$ cat src/hw/rtl/nbb_pkg.sv
// nbb_pkg: types and constants of the nine-bit bus / byte pair bridge
// no dependencies; used by every module of the bridge
package nbb_pkg;

	localparam logic OP_HOST = 1'b0;
	localparam logic OP_BUS  = 1'b1;

	localparam logic DIR_HOST = 1'b0;
	localparam logic DIR_BUS  = 1'b1;

	localparam int unsigned MAX_RES = 3;

	localparam logic [1:0]  WORDS_MAX   = 2'd2;
	localparam logic [1:0]  WORDS_FIRST = 2'd1;

	localparam logic [15:0] CMD_VERSION = 16'hC301;
	localparam logic [15:0] CMD_CB      = 16'hCB00;
	localparam logic [7:0]  CMD_REPLY   = 8'h40;

	localparam logic [15:0] ACK_ASM  = 16'h8000;
	localparam logic [15:0] NAK_ASM  = 16'h9F0F;
	localparam logic [8:0]  ACK_WORD = 9'h000;
	localparam logic [8:0]  NAK_WORD = 9'h1FF;

	typedef struct packed {
		logic       dir;
		logic [7:0] hb;
		logic [8:0] bw;
	} res_t;

	typedef struct packed {
		res_t [MAX_RES-1:0] r;
		logic [1:0]         n;
	} res_set_t;

endpackage

$ cat src/hw/rtl/nbb_step.sv
// nbb_step: bridge state (assembly word, checksum, word count) and the
// result set of one item; depends on nbb_pkg
module nbb_step (
	input  logic              clk,
	input  logic              arst_n,
	input  logic              fire,
	input  logic              op,
	input  logic [7:0]        hb,
	input  logic [8:0]        bw,
	output nbb_pkg::res_set_t res
);
	import nbb_pkg::*;

	logic [15:0] asm_q, asm_d;
	logic [7:0]  csum_q, csum_d;
	logic [1:0]  words_q, words_d;
	logic [15:0] w;
	logic [1:0]  words_inc;
	res_t        zero_res;

	assign zero_res = '{dir: DIR_HOST, hb: 8'h00, bw: 9'h000};
	assign w = asm_q | {8'h00, hb};
	assign words_inc = (words_q == WORDS_MAX) ? WORDS_MAX : words_q + 2'd1;

	always_comb begin
		asm_d   = asm_q;
		csum_d  = csum_q;
		words_d = words_q;
		res.r   = {MAX_RES{zero_res}};
		res.n   = 2'd0;
		if (op == OP_HOST) begin
			if (hb[7]) begin
				asm_d = {hb, 8'h00};
			end else begin
				asm_d = w;
				if (w[15:14] == 2'b11) begin
					if (w == CMD_VERSION || w == CMD_CB) begin
						res.r[0] = '{dir: DIR_HOST, hb: w[15:8], bw: 9'h000};
						res.r[1] = '{dir: DIR_HOST, hb: CMD_REPLY, bw: 9'h000};
						res.n    = 2'd2;
					end
				end else begin
					res.r[0] = '{dir: DIR_BUS, hb: 8'h00, bw: {w[12:8], w[3:0]}};
					res.n    = 2'd1;
					csum_d   = 8'h00;
				end
			end
		end else begin
			res.r[0] = '{dir: DIR_HOST, hb: {3'b100, bw[8:4]}, bw: 9'h000};
			res.r[1] = '{dir: DIR_HOST, hb: {4'h0, bw[3:0]}, bw: 9'h000};
			res.n    = 2'd2;
			if (bw[8]) begin
				if (words_inc != WORDS_FIRST) begin
					if (csum_q == bw[7:0]) begin
						asm_d    = ACK_ASM;
						res.r[2] = '{dir: DIR_BUS, hb: 8'h00, bw: ACK_WORD};
					end else begin
						asm_d    = NAK_ASM;
						res.r[2] = '{dir: DIR_BUS, hb: 8'h00, bw: NAK_WORD};
					end
					res.n = 2'd3;
				end
				words_d = 2'd0;
				csum_d  = 8'h00;
			end else begin
				words_d = words_inc;
				csum_d  = csum_q + bw[7:0];
			end
		end
	end

	always_ff @(posedge clk or negedge arst_n) begin
		if (!arst_n) begin
			asm_q   <= 16'h0000;
			csum_q  <= 8'h00;
			words_q <= 2'd0;
		end else if (fire) begin
			asm_q   <= asm_d;
			csum_q  <= csum_d;
			words_q <= words_d;
		end
	end

endmodule

$ cat src/hw/rtl/nbb_outq.sv
// nbb_outq: result register that holds up to three results of one item
// and sends them one transfer per cycle while m_tready is high; depends on nbb_pkg
module nbb_outq (
	input  logic              clk,
	input  logic              arst_n,
	input  logic              load,
	input  nbb_pkg::res_set_t res,
	output logic              free,
	input  logic              m_tready,
	output logic              m_tvalid,
	output logic              m_tlast,
	output nbb_pkg::res_t     head
);
	import nbb_pkg::*;

	res_t [MAX_RES-1:0] res_s2;
	logic [1:0]         rem_s2;
	logic               take;

	assign m_tvalid = (rem_s2 != 2'd0);
	assign m_tlast  = (rem_s2 == 2'd1);
	assign take     = m_tvalid && m_tready;
	assign free     = (rem_s2 == 2'd0) || (take && m_tlast);
	assign head     = res_s2[0];

	always_ff @(posedge clk or negedge arst_n) begin
		if (!arst_n) begin
			rem_s2 <= 2'd0;
		end else if (load && free) begin
			rem_s2 <= res.n;
		end else if (take) begin
			rem_s2 <= rem_s2 - 2'd1;
		end
	end

	always_ff @(posedge clk) begin
		if (load && free) begin
			res_s2 <= res.r;
		end else if (take) begin
			res_s2[0] <= res_s2[1];
			res_s2[1] <= res_s2[2];
		end
	end

endmodule

$ cat src/hw/rtl/nine_bit_bus_byte_pair_bridge_core.sv
// nine_bit_bus_byte_pair_bridge_core: top level of the bridge
// depends on nbb_pkg, nbb_step and nbb_outq
//
// Bridges a 9-bit-word bus and a byte link. s_tuser picks the source of an
// item (0 host byte in s_tdata[7:0], 1 bus word in s_tdata[16:8]); results
// leave one transfer per cycle while m_tready is high, m_tuser giving the
// direction and m_tlast marking the final result of an item. An item is
// held in an input register, evaluated combinationally into a result
// register of up to three results, and offered from there. The input takes
// one transfer per cycle as long as the result port drains; an item's
// results hold the result register until the last is taken, so items that
// produce no result (high host bytes, unknown commands) pass at one per
// cycle and a bus word with ack or nak holds the port for its three results.
module nine_bit_bus_byte_pair_bridge_core (
	input  logic        clk,
	input  logic        arst_n,
	input  logic        s_tvalid,
	output logic        s_tready,
	input  logic [23:0] s_tdata,  // host_byte[7:0], bus_word[16:8], zero fill
	input  logic        s_tuser,  // operation
	output logic        m_tvalid,
	input  logic        m_tready,
	output logic [23:0] m_tdata,  // host_byte_out[7:0], bus_word_out[16:8], zero fill
	output logic        m_tuser,  // direction
	output logic        m_tlast
);
	import nbb_pkg::*;

	logic       vld_s1;
	logic       op_s1;
	logic [7:0] hb_s1;
	logic [8:0] bw_s1;
	logic       adv;
	logic       free;
	res_set_t   res;
	res_t       head;

	assign adv      = vld_s1 && ((res.n == 2'd0) || free);
	assign s_tready = !vld_s1 || adv;

	always_ff @(posedge clk or negedge arst_n) begin
		if (!arst_n) begin
			vld_s1 <= 1'b0;
		end else if (s_tready) begin
			vld_s1 <= s_tvalid;
		end
	end

	always_ff @(posedge clk) begin
		if (s_tvalid && s_tready) begin
			op_s1 <= s_tuser;
			hb_s1 <= s_tdata[7:0];
			bw_s1 <= s_tdata[16:8];
		end
	end

	nbb_step u_step (
		.clk    (clk),
		.arst_n (arst_n),
		.fire   (adv),
		.op     (op_s1),
		.hb     (hb_s1),
		.bw     (bw_s1),
		.res    (res)
	);

	nbb_outq u_outq (
		.clk      (clk),
		.arst_n   (arst_n),
		.load     (adv),
		.res      (res),
		.free     (free),
		.m_tready (m_tready),
		.m_tvalid (m_tvalid),
		.m_tlast  (m_tlast),
		.head     (head)
	);

	assign m_tdata = {7'h00, head.bw, head.hb};
	assign m_tuser = head.dir;

endmodule

$ cat config.mk
export PLATFORM = sky130hd
export DESIGN_NAME = nine_bit_bus_byte_pair_bridge_core
export DESIGN_NICKNAME = d
export VERILOG_FILES = /design/src/hw/rtl/nbb_pkg.sv /design/src/hw/rtl/nbb_step.sv /design/src/hw/rtl/nbb_outq.sv /design/src/hw/rtl/nine_bit_bus_byte_pair_bridge_core.sv
export SDC_FILE = /design/constraint.sdc
export NUM_CORES = 1
export LEC_CHECK = 0
export BUFFER_PORTS_ARGS = -buffer_cell sky130_fd_sc_hd__buf_2
export CORE_UTILIZATION = 40
export DETAILED_ROUTE_END_ITERATION = 8
export HOLD_SLACK_MARGIN = 0.1
export PLACE_DENSITY = 0.67
export RECOVER_POWER = 100
export SLEW_MARGIN = 10
export SYNTH_ARGS = -nofsm -noshare
export SYNTH_HDL_FRONTEND = slang
export SYNTH_HIERARCHICAL = 1
export SYNTH_SLANG_ARGS = --single-unit
$ cat constraint.sdc
create_clock -name clk -period 6.8 [get_ports clk]
set_clock_uncertainty 0.05 [all_clocks]
set_input_delay 1.36 -clock clk [delete_from_list [all_inputs] [get_ports clk]]
set_output_delay 1.36 -clock clk [all_outputs]
set_load 0.03 [all_outputs]
==> insert_results.sql, run 1 <==
INSERT INTO impl_metrics (metric_group, metric, value, unit) VALUES
('routing', 'ant_nets', '0', ''),
('timing', 'min_period_over_period', '65.42', '%'),
('routing', 'viasPerCell', '4.972', ''),
('synthesis', 'syn-instance-count', '374', ''),
('synthesis', 'synth.mux.area_fraction', '8.712', '%'),
('global_routing', 'largest_net_degree_at_the_start_of_global_routing', '41', ''),
('die', 'placementRows', '39', ''),
('synthesis', 'synth-compound-area-share', '8.070', '%'),
('critical_path', 'reg2reg_to', 'u_outq/res_s2[51]', ''),
('flow_run', 'maxCapViolations', '4', ''),
('cells_and_area', 'multi_input_combinational_cell_area', '1543', 'um^2'),
('cells_and_area', 'mostFrequentLayoutCells', 'sky130_fd_sc_hd__edfxtp_1, sky130_fd_sc_hd__mux2_2, sky130_fd_sc_hd__conb_1, sky130_fd_sc_hd__dfrtp_1, sky130_fd_sc_hd__clkbuf_1', ''),
('critical_path', 'required', '6.73', 'ns'),
('synthesis', 'synth-simple-area-share', '8.815', '%'),
('synthesis', 'synthesis.area_per_instance', '13.02', 'um^2'),
('clocking', 'numCtsBuffers', '9', ''),
('die', 'core-area', '11660', 'um^2'),
('synthesis', 'synth_top_area_cell', 'sky130_fd_sc_hd__edfxtp_1', ''),
('clocking', 'path_clk_slew', '0.07', 'ns'),
('cells_and_area', 'final_layout_size_suffix_gt1_share', '19.19', '%'),
('synthesis', 'synth.cell_area', '4868', 'um^2'),
('critical_path', 'worst_setup_path_start_kind', 'register', ''),
('clocking', 'cts_htree_levels', '3', ''),
('die', 'die_area', '12620', 'um^2'),
('timing', 'setup-tns-final', '0', 'ns'),
('routing', 'route.detailed.drc', '3', ''),
('clocking', 'clock_path_buffers', '2', ''),
('global_routing', 'grt_first_pass_wirelength', '13410', 'um'),
('synthesis', 'ys_types', '52', ''),
('routing', 'post_drt_wl_per_cell', '15.08', 'um'),
('critical_path', 'rr_startpoint', 'op_s1', ''),
('die', 'floorplan.io_pins', '57', ''),
('run_status', 'status', 'finished with violations', ''),
('die', 'die_y', '112.3', 'um'),
('synthesis', 'dominant_combinational_cell_family_by_area_after_synthesis', 'buffers and inverters', ''),
('pwr', 'total_leakage_power', '2.046', 'nW'),
('critical_path', 'worst_ep_arrival_time', '4.37', 'ns'),
('hold_path', 'worstHoldPathType', 'register to register', ''),
('cells_and_area', 'area_delta_synth_final', '6.425', '%'),
('placed_design', 'placed_area', '4895', 'um^2'),
('cells_and_area', 'design.final.nets', '432', ''),
('synthesis', 'dominantRegCellSynth', 'sky130_fd_sc_hd__edfxtp_1', ''),
('global_routing', 'global_route.overflow_total', '0', ''),
('synthesis', 'synth_top_cell_area_share', '44.41', '%'),
('cells_and_area', 'stdcell_area', '5181', 'um^2'),
('timing', 'setup_viol_count_final', '0', ''),
('hold_path', 'worst_hold_path.num_cells', '2', ''),
('clocking', 'clock-sinks', '101', ''),
('run_status', 'violations_in_the_final_reports', 'DRC, capacitance limit, slew limit', ''),
('pwr', 'power_density', '445.4', 'nW/um^2'),
('hold_path', 'min-delay-start', 'u_step/words_q[0]', ''),
('routing', 'number_of_drc_violations_after_detailed_routing_iteration_0', '105', ''),
('pwr', 'vdd_ir_drop_max', '207.0', 'uV'),
('synthesis', 'synth_area_in_adders', '3.238', '%'),
('timing', 'max-slew-margin-rel', '-91.53', '%'),
('cells_and_area', 'n_antenna_cell', '0', ''),
('clocking', 'cts_hold_buf', '0', ''),
('routing', 'drtPass1Iterations', '6', ''),
('synthesis', 'synth-edff-count', '72', ''),
('clocking', 'clkLatencyLatePin', '0.35', 'ns'),
('clocking', 'ctsRootBufferMaster', 'sky130_fd_sc_hd__clkbuf_16', ''),
('cells_and_area', 'area.sequential', '2888', 'um^2'),
('timing', 'final.hold.worst_slack', '0.4424', 'ns'),
('hold_path', 'timing.hold.worst_endpoint', 'u_step/words_q[0]', ''),
('routing', 'vias', '2680', ''),
('cells_and_area', 'layout_commonest_cell', 'sky130_fd_sc_hd__edfxtp_1', ''),
('synthesis', 'synth.yosys.seq_area_share', '59.32', '%'),
('cells_and_area', 'fillers', '1059', ''),
('timing', 'report.final.slew_viol_count', '90', ''),
('timing', 'unrepaired_setup_endpoints_after_global_routing', 'no', ''),
('critical_path', 'r2r.worst_path.cells', '6', '');
==> state kept, by name, summed over array words and instances (netlist names) <==
| register | flops |
|---|---|
| u_outq/res_s2 | 36 |
| u_outq/head | 18 |
| u_step/asm_q | 16 |
| bw_s1 | 9 |
| hb_s1 | 8 |
| u_step/csum_q | 8 |
| u_outq/rem_s2 | 2 |
| u_step/words_q | 2 |
| op_s1 | 1 |
| vld_s1 | 1 |
==> through the flow <==
step	std cells	utilization, %	total power [mW]	worst slack, ns
6_report	539	44.43	2.308	2.352
3_3_place_gp	523	41.97	1.734	2.627
5_1_grt	539	44.43	2.445	1.818
2_1_floorplan	401	-	1.662	3.377
3_5_place_dp	523	41.97	1.765	2.585
4_1_cts	539	44.89	2.351	2.760
==> logic make-up after synthesis <==
logic type / after synthesis
flip-flops: 101
AND/OR/NAND/NOR: 82
buffers and inverters: 76
AO/OA/AOI/OAI: 58
multiplexers: 37
adder cells (fa/ha/maj): 12
XOR/XNOR: 6
other: 2
==> critical path, stage by stage, from the launching register on <==
cell and delay, ns:
sky130_fd_sc_hd__edfxtp_1 0.84, sky130_fd_sc_hd__nand2b_1 0.31, sky130_fd_sc_hd__o21ai_0 0.18, sky130_fd_sc_hd__o21ba_1 0.25, sky130_fd_sc_hd__nor2b_1 0.45, sky130_fd_sc_hd__nand2_1 1.00
sky130_fd_sc_hd__inv_1 0.98
==> per-layer routing <==
| layer | share of wire, % | wire, um | vias up | track usage [%] |
|---|---|---|---|---|
| met3 | 4.3 | 350 | 21 | 4.050 |
| met4 | 3.1 | 248 | 0 | 7.200 |
| met5 | 0 | 0 | - | 0 |
| li1 | - | - | 1287 | - |
| met1 | 43 | 3490 | 1311 | 17.08 |
| met2 | 50 | 4037 | 61 | 23.02 |
==> cell usage after synthesis, drive strengths merged (6+ instances only) <==
master and number:
a21oi 23, a22o 6, and2 12, buf 61, dfrtp 29, edfxtp 72
ha 11, inv 13, mux2 37, nand2 17, nand2b 8, nor2 23
o21ai 7
==> worst max path at each step <==
stage          startpoint           endpoint  cells past startpoint
3_3_place_gp     m_tready  u_outq/res_s2[42]                      7
6_report            op_s1  u_outq/res_s2[51]                      6
5_1_grt             op_s1  u_outq/res_s2[48]                      6
4_1_cts             op_s1  u_outq/res_s2[51]                      6
2_1_floorplan    m_tready           s_tready                      4
3_5_place_dp     m_tready  u_outq/res_s2[42]                      7
==> report_power, final <==
group | internal [mW] | switching (mW) | total (mW)
logic | 0.265 | 0.446 | 0.710
clock network | 0.360 | 0.219 | 0.578
registers | 0.921 | 0.0976 | 1.02
total | 1.55 | 0.762 | 2.31
==> cell type report <==
type                       instances  area share, %
clock inverter                     6          2.149
tap                              143          3.453
inverter                          13         0.9418
clock buffer                      10          4.419
sequential                       101          55.74
multi-input combinational        224          29.78
timing repair buffer              42          3.526
Note: power is estimated with default switching activity, not from simulation.
==> run 2: changes to the inputs <==
PLACE_DENSITY = 0.69   (was 0.67)
clock period = 3.7 ns   (was 6.8 ns; I/O delays follow)
==> insert_results.sql, run 2 (synthesis results as in run 1) <==
INSERT INTO impl_metrics (metric_group, metric, value, unit) VALUES
('run_status', 'status', 'finished with violations', ''),
('run_status', 'violations_in_the_final_reports', 'DRC, capacitance limit, slew limit', ''),
('clocking', 'cts_hold_buf', '0', ''),
('routing', 'detailroute.wirelength.met3', '362', 'um'),
('pwr', 'finalPower', '4.233', 'mW'),
('critical_path', 'delay_contributed_by_the_slowest_stage_of_the_critical_path', '0.58', 'ns'),
('timing', 'max-slew-margin-rel', '-6.682', '%'),
('critical_path', 'criticalPathCategory', 'register to output pin', ''),
('critical_path', 'crit_family', 'simple AND/OR/NAND/NOR gates', ''),
('die', 'die_y', '112.3', 'um'),
('timing', 'unrepaired_setup_endpoints_after_global_routing', 'no', ''),
('timing', 'timing_hold_violations_final', '0', ''),
('global_routing', 'global_route.overflow_total', '0', ''),
('die', 'die_area', '12620', 'um^2'),
('clocking', 'clock_path_buffers', '2', ''),
('routing', 'viasPerCell', '4.993', ''),
('global_routing', 'first_global_vias', '2793', ''),
('global_routing', 'grt_first_pass_wirelength', '13720', 'um'),
('die', 'floorplan.io_pins', '57', ''),
('cells_and_area', 'layout_commonest_cell', 'sky130_fd_sc_hd__edfxtp_1', ''),
('timing', 'setup_viol_count_final', '0', ''),
('placed_design', 'gp_congestion', '0.8235', ''),
('clocking', 'cts_repair_resize_count', '0', ''),
('clocking', 'cts_htree_levels', '3', ''),
('timing', 'setup-tns-final', '0', 'ns'),
('clocking', 'cts_tree', 'yes', ''),
('hold_path', 'worstHoldPathType', 'register to register', ''),
('critical_path', 'critPathMaxFanout', '5', ''),
('critical_path', 'r2r_slack', '0.43', 'ns'),
('cells_and_area', 'design.final.nets', '439', ''),
('die', 'placementRows', '39', ''),
('clocking', 'clock-sinks', '101', ''),
('cells_and_area', 'largest-register', 'u_outq/res_s2', ''),
('routing', 'drtPass1Iterations', '6', ''),
('timing', 'final_critical_path_required_period', '3.370', 'ns'),
('critical_path', 'crit_path_top_delay_cell', 'sky130_fd_sc_hd__or4_1', ''),
('routing', 'wirelength', '8228', 'um'),
('global_routing', 'grt.total_usage', '14.27', '%'),
('critical_path', 'path_buf_inv', '1', ''),
('routing', 'route.detailed.drc', '6', ''),
('placed_design', 'numPortBuffers', '42', ''),
('clocking', 'ctsRootBufferMaster', 'sky130_fd_sc_hd__clkbuf_16', ''),
('cells_and_area', 'final_layout_size_suffix_gt1_share', '21.59', '%'),
('placed_design', 'placed_area', '4947', 'um^2'),
('die', 'initial_core_util', '41.74', '%'),
('die', 'die_boundary_width', '112.3', 'um'),
('routing', 'vias', '2726', ''),
('cells_and_area', 'largest_register_ffs', '36', ''),
('cells_and_area', 'stdcell_area', '5238', 'um^2'),
('timing', 'min_period_over_period', '91.08', '%'),
('global_routing', 'antenna_found_initial', '0', ''),
('die', 'core-area', '11660', 'um^2'),
('pwr', 'power_density', '808.2', 'nW/um^2'),
('pwr', 'vdd_ir_drop_max', '315.8', 'uV'),
('critical_path', 'worst_setup_path_start_kind', 'register', ''),
('routing', 'route.layer.met1.wl', '3420', 'um'),
('routing', 'ant_nets', '0', ''),
('clocking', 'clkLatencyLatePin', '0.35', 'ns'),
('clocking', 'cts_post_setup_buffers_inserted', '0', ''),
('global_routing', 'largest_net_degree_at_the_start_of_global_routing', '30', ''),
('placed_design', 'detailed_place_hpwl', '5690', 'um'),
('timing', 'tightestPinTransition', '1.600', 'ns'),
('critical_path', 'cp_cell_sequence', 'nor4_1 > nand4_1 > or4_1 > nand2b_1 > o21ba_1 > nand2_1 > clkbuf_1', ''),
('critical_path', 'timing.critical_path.to_type', 'output pin', ''),
('clocking', 'path_clk_slew', '0.06', 'ns'),
('cells_and_area', 'mostFrequentLayoutCells', 'sky130_fd_sc_hd__edfxtp_1, sky130_fd_sc_hd__mux2_2, sky130_fd_sc_hd__conb_1, sky130_fd_sc_hd__dfrtp_1, sky130_fd_sc_hd__clkbuf_1', ''),
('timing', 'report.final.slew_viol_count', '30', ''),
('routing', 'number_of_drc_violations_after_detailed_routing_iteration_0', '181', ''),
('flow_run', 'maxCapViolations', '1', ''),
('timing', 'timing.fmax', '296.7', 'MHz'),
('clocking', 'numCtsBuffers', '9', ''),
('critical_path', 'required', '2.91', 'ns'),
('pwr', 'total_leakage_power', '2.081', 'nW'),
('critical_path', 'worst_ep_arrival_time', '2.58', 'ns'),
('cells_and_area', 'area_delta_synth_final', '7.582', '%'),
('routing', 'maxUsedRoutingLayer', 'met4', ''),
('cells_and_area', 'n_antenna_cell', '0', ''),
('routing', 'dr_wl_met2', '4281', 'um'),
('routing', 'post_drt_wl_per_cell', '15.07', 'um');
## run 2: per-stage QoR
| step | hold slack [ns] | cells | utilization [%] | setup slack, ns |
|---|---|---|---|---|
| floorplan | 0.3944 | 401 | - | 0.8063 |
| global placement | 0.4165 | 530 | 42.42 | 0.6145 |
| detailed placement | 0.4331 | 530 | 42.42 | 0.5728 |
| CTS | 0.3985 | 546 | 45.34 | 0.5366 |
| global route | 0.4793 | 546 | 44.91 | 0.2019 |
| finish | 0.4432 | 546 | 44.91 | 0.3299 |
## run 2: final cells by class
type | instances | area, um^2
Tap cell | 143 | 178.9
Multi-Input combinational cell | 224 | 1553
Sequential cell | 101 | 2888
Clock inverter | 3 | 47.55
Fill cell | 1057 | 6425
Inverter | 13 | 48.80
Timing Repair Buffer | 49 | 229.0
Clock buffer | 13 | 292.8
## run 2: final timing paths
path                              startpoint                 to  cells past startpoint
hold reg to reg            u_step/words_q[1]  u_step/words_q[1]                      2
setup reg to reg                    hb_s1[0]  u_outq/res_s2[27]                      8
min in group asynchronous             arst_n   u_step/csum_q[4]                      1
hold / removal             u_step/words_q[1]  u_step/words_q[1]                      2
max in group asynchronous             arst_n    u_step/asm_q[8]                      1
setup / recovery                    hb_s1[1]           s_tready                      7
## run 2: metal layers
metal / global-route usage [%] / vias to the layer above
met1: 17.28 / 1342
met5: 0 / -
li1: - / 1305
met3: 3.672 / 13
met4: 5.867 / 0
met2: 24.31 / 66
## run 2: worst min-delay path: stages, from the launching register on
cell and delay [ns]:
sky130_fd_sc_hd__dfrtp_1 0.34, sky130_fd_sc_hd__nand2_1 0.05, sky130_fd_sc_hd__o21ai_0 0.07
## run 2: where the power goes
part | switching (mW) | total, mW | internal, mW
sequential | 0.174 | 1.86 | 1.68
clock | 0.398 | 1.03 | 0.627
combinational | 0.841 | 1.35 | 0.509
total | 1.41 | 4.23 | 2.82
==> run 3: changes to the inputs <==
ABC_AREA = 1   (was not set)
==> insert_results.sql, run 3 <==
INSERT INTO impl_metrics (metric_group, metric, value, unit) VALUES
('run_status', 'status', 'finished with violations', ''),
('synthesis', 'synth.yosys.seq_area_share', '56.69', '%'),
('pwr', 'power_density', '880.0', 'nW/um^2'),
('global_routing', 'global_route.overflow_total', '0', ''),
('timing', 'timing_hold_violations_final', '0', ''),
('routing', 'vias', '3312', ''),
('synthesis', 'synthesis.area_per_instance', '9.503', 'um^2'),
('clocking', 'cts_post_setup_buffers_inserted', '0', ''),
('global_routing', 'largest_net_degree_at_the_start_of_global_routing', '55', ''),
('routing', 'route.detailed.drc', '0', ''),
('global_routing', 'grt_first_pass_wirelength', '15280', 'um'),
('critical_path', 'critPathMaxFanout', '14', ''),
('cells_and_area', 'final_layout_size_suffix_gt1_share', '10.20', '%'),
('synthesis', 'synth.cell_area', '5094', 'um^2'),
('die', 'die_area', '13190', 'um^2'),
('routing', 'number_of_drc_violations_after_detailed_routing_iteration_0', '235', ''),
('critical_path', 'worst_ep_arrival_time', '2.30', 'ns'),
('placed_design', 'placed_area', '5139', 'um^2'),
('die', 'initial_core_util', '41.71', '%'),
('critical_path', 'required', '2.91', 'ns'),
('timing', 'report.final.slew_viol_count', '30', ''),
('timing', 'setup-tns-final', '0', 'ns'),
('cells_and_area', 'n_antenna_cell', '0', ''),
('placed_design', 'detailed_place_hpwl', '6440', 'um'),
('timing', 'timing.fmax', '323.9', 'MHz'),
('synthesis', 'ys_types', '31', ''),
('cells_and_area', 'layout_commonest_cell', 'sky130_fd_sc_hd__nand2_1', ''),
('routing', 'viasPerCell', '4.556', ''),
('synthesis', 'dominantRegCellSynth', 'sky130_fd_sc_hd__edfxtp_1', ''),
('clocking', 'numCtsBuffers', '9', ''),
('synthesis', 'synth.cells.most_frequent', 'sky130_fd_sc_hd__nand2_1, sky130_fd_sc_hd__edfxtp_1, sky130_fd_sc_hd__buf_4', ''),
('die', 'die_y', '114.8', 'um'),
('placed_design', 'dp.cells', '711', ''),
('critical_path', 'criticalPathCategory', 'register to output pin', ''),
('critical_path', 'worst_setup_path_start_kind', 'register', ''),
('clocking', 'cts_tree', 'yes', ''),
('global_routing', 'antenna_found_initial', '0', ''),
('clocking', 'clock_path_buffers', '2', ''),
('routing', 'wirelength', '9174', 'um'),
('synthesis', 'synth-edff-count', '72', ''),
('pwr', 'p_int', '2.833', 'mW'),
('clocking', 'cts_htree_levels', '3', ''),
('die', 'placementRows', '40', ''),
('timing', 'final_critical_path_required_period', '3.088', 'ns'),
('cells_and_area', 'area_delta_synth_final', '5.552', '%'),
('cells_and_area', 'stdcell_count', '727', ''),
('clocking', 'cts_repair_resize_count', '0', ''),
('flow_run', 'maxCapViolations', '1', ''),
('placed_design', 'gp_congestion', '0.8779', ''),
('synthesis', 'synth_top_cell_area_share', '42.45', '%'),
('global_routing', 'grt.total_usage', '15.36', '%'),
('clocking', 'ctsRootBufferMaster', 'sky130_fd_sc_hd__clkbuf_16', ''),
('pwr', 'clock_power_share', '19.4', '%'),
('clocking', 'clkLatencyLatePin', '0.35', 'ns'),
('placed_design', 'numPortBuffers', '42', ''),
('cells_and_area', 'stdcell_area', '5376', 'um^2'),
('routing', 'drtPass1Iterations', '4', ''),
('timing', 'final.hold.worst_slack', '0.4236', 'ns'),
('synthesis', 'syn-instance-count', '536', ''),
('synthesis', 'synth.yosys.warnings', '6', ''),
('pwr', 'combPwrFrac', '37.9', '%'),
('timing', 'unrepaired_setup_endpoints_after_global_routing', 'no', ''),
('synthesis', 'yosys-top-cells-area', 'sky130_fd_sc_hd__edfxtp_1, sky130_fd_sc_hd__dfrtp_1, sky130_fd_sc_hd__nand2_1', ''),
('hold_path', 'worstHoldPathType', 'register to register', ''),
('cells_and_area', 'fillers', '1182', ''),
('clocking', 'path_clk_slew', '0.07', 'ns'),
('routing', 'ant_nets', '0', ''),
('timing', 'tightestPinTransition', '1.652', 'ns'),
('timing', 'min_period_over_period', '83.45', '%'),
('pwr', 'power_switching_share', '40.12', '%'),
('synthesis', 'most_used_standard_cell_by_instance_count_after_synthesis', 'sky130_fd_sc_hd__nand2_1', ''),
('run_status', 'violations_in_the_final_reports', 'capacitance limit, slew limit', ''),
('cells_and_area', 'mostFrequentLayoutCells', 'sky130_fd_sc_hd__nand2_1, sky130_fd_sc_hd__edfxtp_1, sky130_fd_sc_hd__inv_1, sky130_fd_sc_hd__nor2_1', ''),
('die', 'core-area', '12210', 'um^2'),
('pwr', 'switchingPower', '1.898', 'mW'),
('die', 'die_boundary_width', '114.8', 'um'),
('die', 'floorplan.io_pins', '57', ''),
('timing', 'setup_viol_count_final', '0', ''),
('global_routing', 'first_global_vias', '3266', ''),
('cells_and_area', 'largest_register_ffs', '36', ''),
('cells_and_area', 'largest-register', 'u_outq/res_s2', ''),
('pwr', 'finalPower', '4.731', 'mW'),
('clocking', 'cts_hold_buf', '0', ''),
('pwr', 'vdd_ir_drop_max', '284.7', 'uV'),
('timing', 'max-slew-margin-rel', '-10.14', '%'),
('pwr', 'total_leakage_power', '2.535', 'nW'),
('pwr', 'seqPwrFrac', '42.8', '%'),
('synthesis', 'synth_top_area_cell', 'sky130_fd_sc_hd__edfxtp_1', ''),
('cells_and_area', 'design.final.nets', '595', ''),
('clocking', 'clock-sinks', '101', ''),
('synthesis', 'synth_seq_cells', '101', ''),
('critical_path', 'timing.critical_path.to_type', 'output pin', ''),
('synthesis', 'synth_async_sr_flop_share', '28.71', '%'),
('routing', 'post_drt_wl_per_cell', '12.62', 'um');
## run 3: cell types whose count changed after synthesis, moves of 13 or more
cell	change
sky130_fd_sc_hd__nand2_1	+158
sky130_fd_sc_hd__inv_1	+43
sky130_fd_sc_hd__nand3_1	+13
sky130_fd_sc_hd__mux2_2	-35
sky130_fd_sc_hd__nor2_1	+16
## run 3: worst paths after layout
| path | startpoint | to | slack [ns] | cells past startpoint |
|---|---|---|---|---|
| setup / recovery | op_s1 | s_tready | 0.61 | 9 |
| hold / removal | u_step/asm_q[15] | u_step/asm_q[15] | 0.42 | 1 |
| setup reg to reg | op_s1 | u_outq/head[9] | 0.64 | 13 |
| hold reg to reg | u_step/asm_q[15] | u_step/asm_q[15] | 0.42 | 1 |
| max in group asynchronous | arst_n | u_step/csum_q[0] | 1.88 | 1 |
| min in group asynchronous | arst_n | u_step/asm_q[5] | 0.76 | 1 |
## run 3: kinds of logic (layout without fill, tap and decap cells)
group | Yosys count | after routing | synth area share, %
buffers and inverters | 124 | 120 | 14.20
AO/OA/AOI/OAI | 33 | 33 | 3.439
other | 2 | 29 | 0.1474
XOR/XNOR | 5 | 5 | 0.8597
flip-flops | 101 | 101 | 56.69
AND/OR/NAND/NOR | 259 | 259 | 21.57
adder cells (fa/ha/maj) | 12 | 12 | 3.095
## run 3: layout make-up
| cell class | count | area, um^2 | share of cell area (%) |
|---|---|---|---|
| Clock inverter | 6 | 45.04 | 0.8378 |
| Inverter | 59 | 224.0 | 4.166 |
| Timing Repair Buffer | 45 | 198.9 | 3.700 |
| Clock buffer | 10 | 250.2 | 4.654 |
| Sequential cell | 101 | 2888 | 53.71 |
| Tap cell | 168 | 210.2 | 3.910 |
| Multi-Input combinational cell | 338 | 1560 | 29.02 |
## run 3: power groups by stage
stage,combinational (mW),clock (mW),sequential [mW]
global route,2.03,0.986,2.07
finish,1.79,0.916,2.02
floorplan,1.65,0,1.99
CTS,1.86,0.944,2.02
global placement,1.77,0,2.02
detailed placement,1.85,0,2.04
## run 3: metrics by stage
stage | worst slack (ns) | util, %
after floorplan | 0.5706 | -
after global placement | 0.8583 | 42.08
after detailed placement | 0.8474 | 42.08
after CTS | 0.8285 | 44.50
after global routing | 0.3279 | 44.03
final | 0.6125 | 44.03
## run 3: routing by layer
metal / vias up / global-route usage [%] / part of all wire [%]
li1: 1652 / - / -
met1: 1550 / 17.64 / 43
met2: 89 / 26.79 / 50
met3: 21 / 4.270 / 4.2
met4: 0 / 6.753 / 2.6
met5: - / 0 / 0
## run 3: worst max-delay path: stages, from the launching register on
cell	delay (ns)
sky130_fd_sc_hd__edfxtp_1	0.39
sky130_fd_sc_hd__clkbuf_1	0.46
sky130_fd_sc_hd__nand2_1	0.22
sky130_fd_sc_hd__nor2_1	0.20
sky130_fd_sc_hd__inv_1	0.09
sky130_fd_sc_hd__nand2_1	0.09
sky130_fd_sc_hd__inv_1	0.05
sky130_fd_sc_hd__nand2_2	0.06
sky130_fd_sc_hd__nand3_1	0.13
sky130_fd_sc_hd__clkbuf_1	0.25
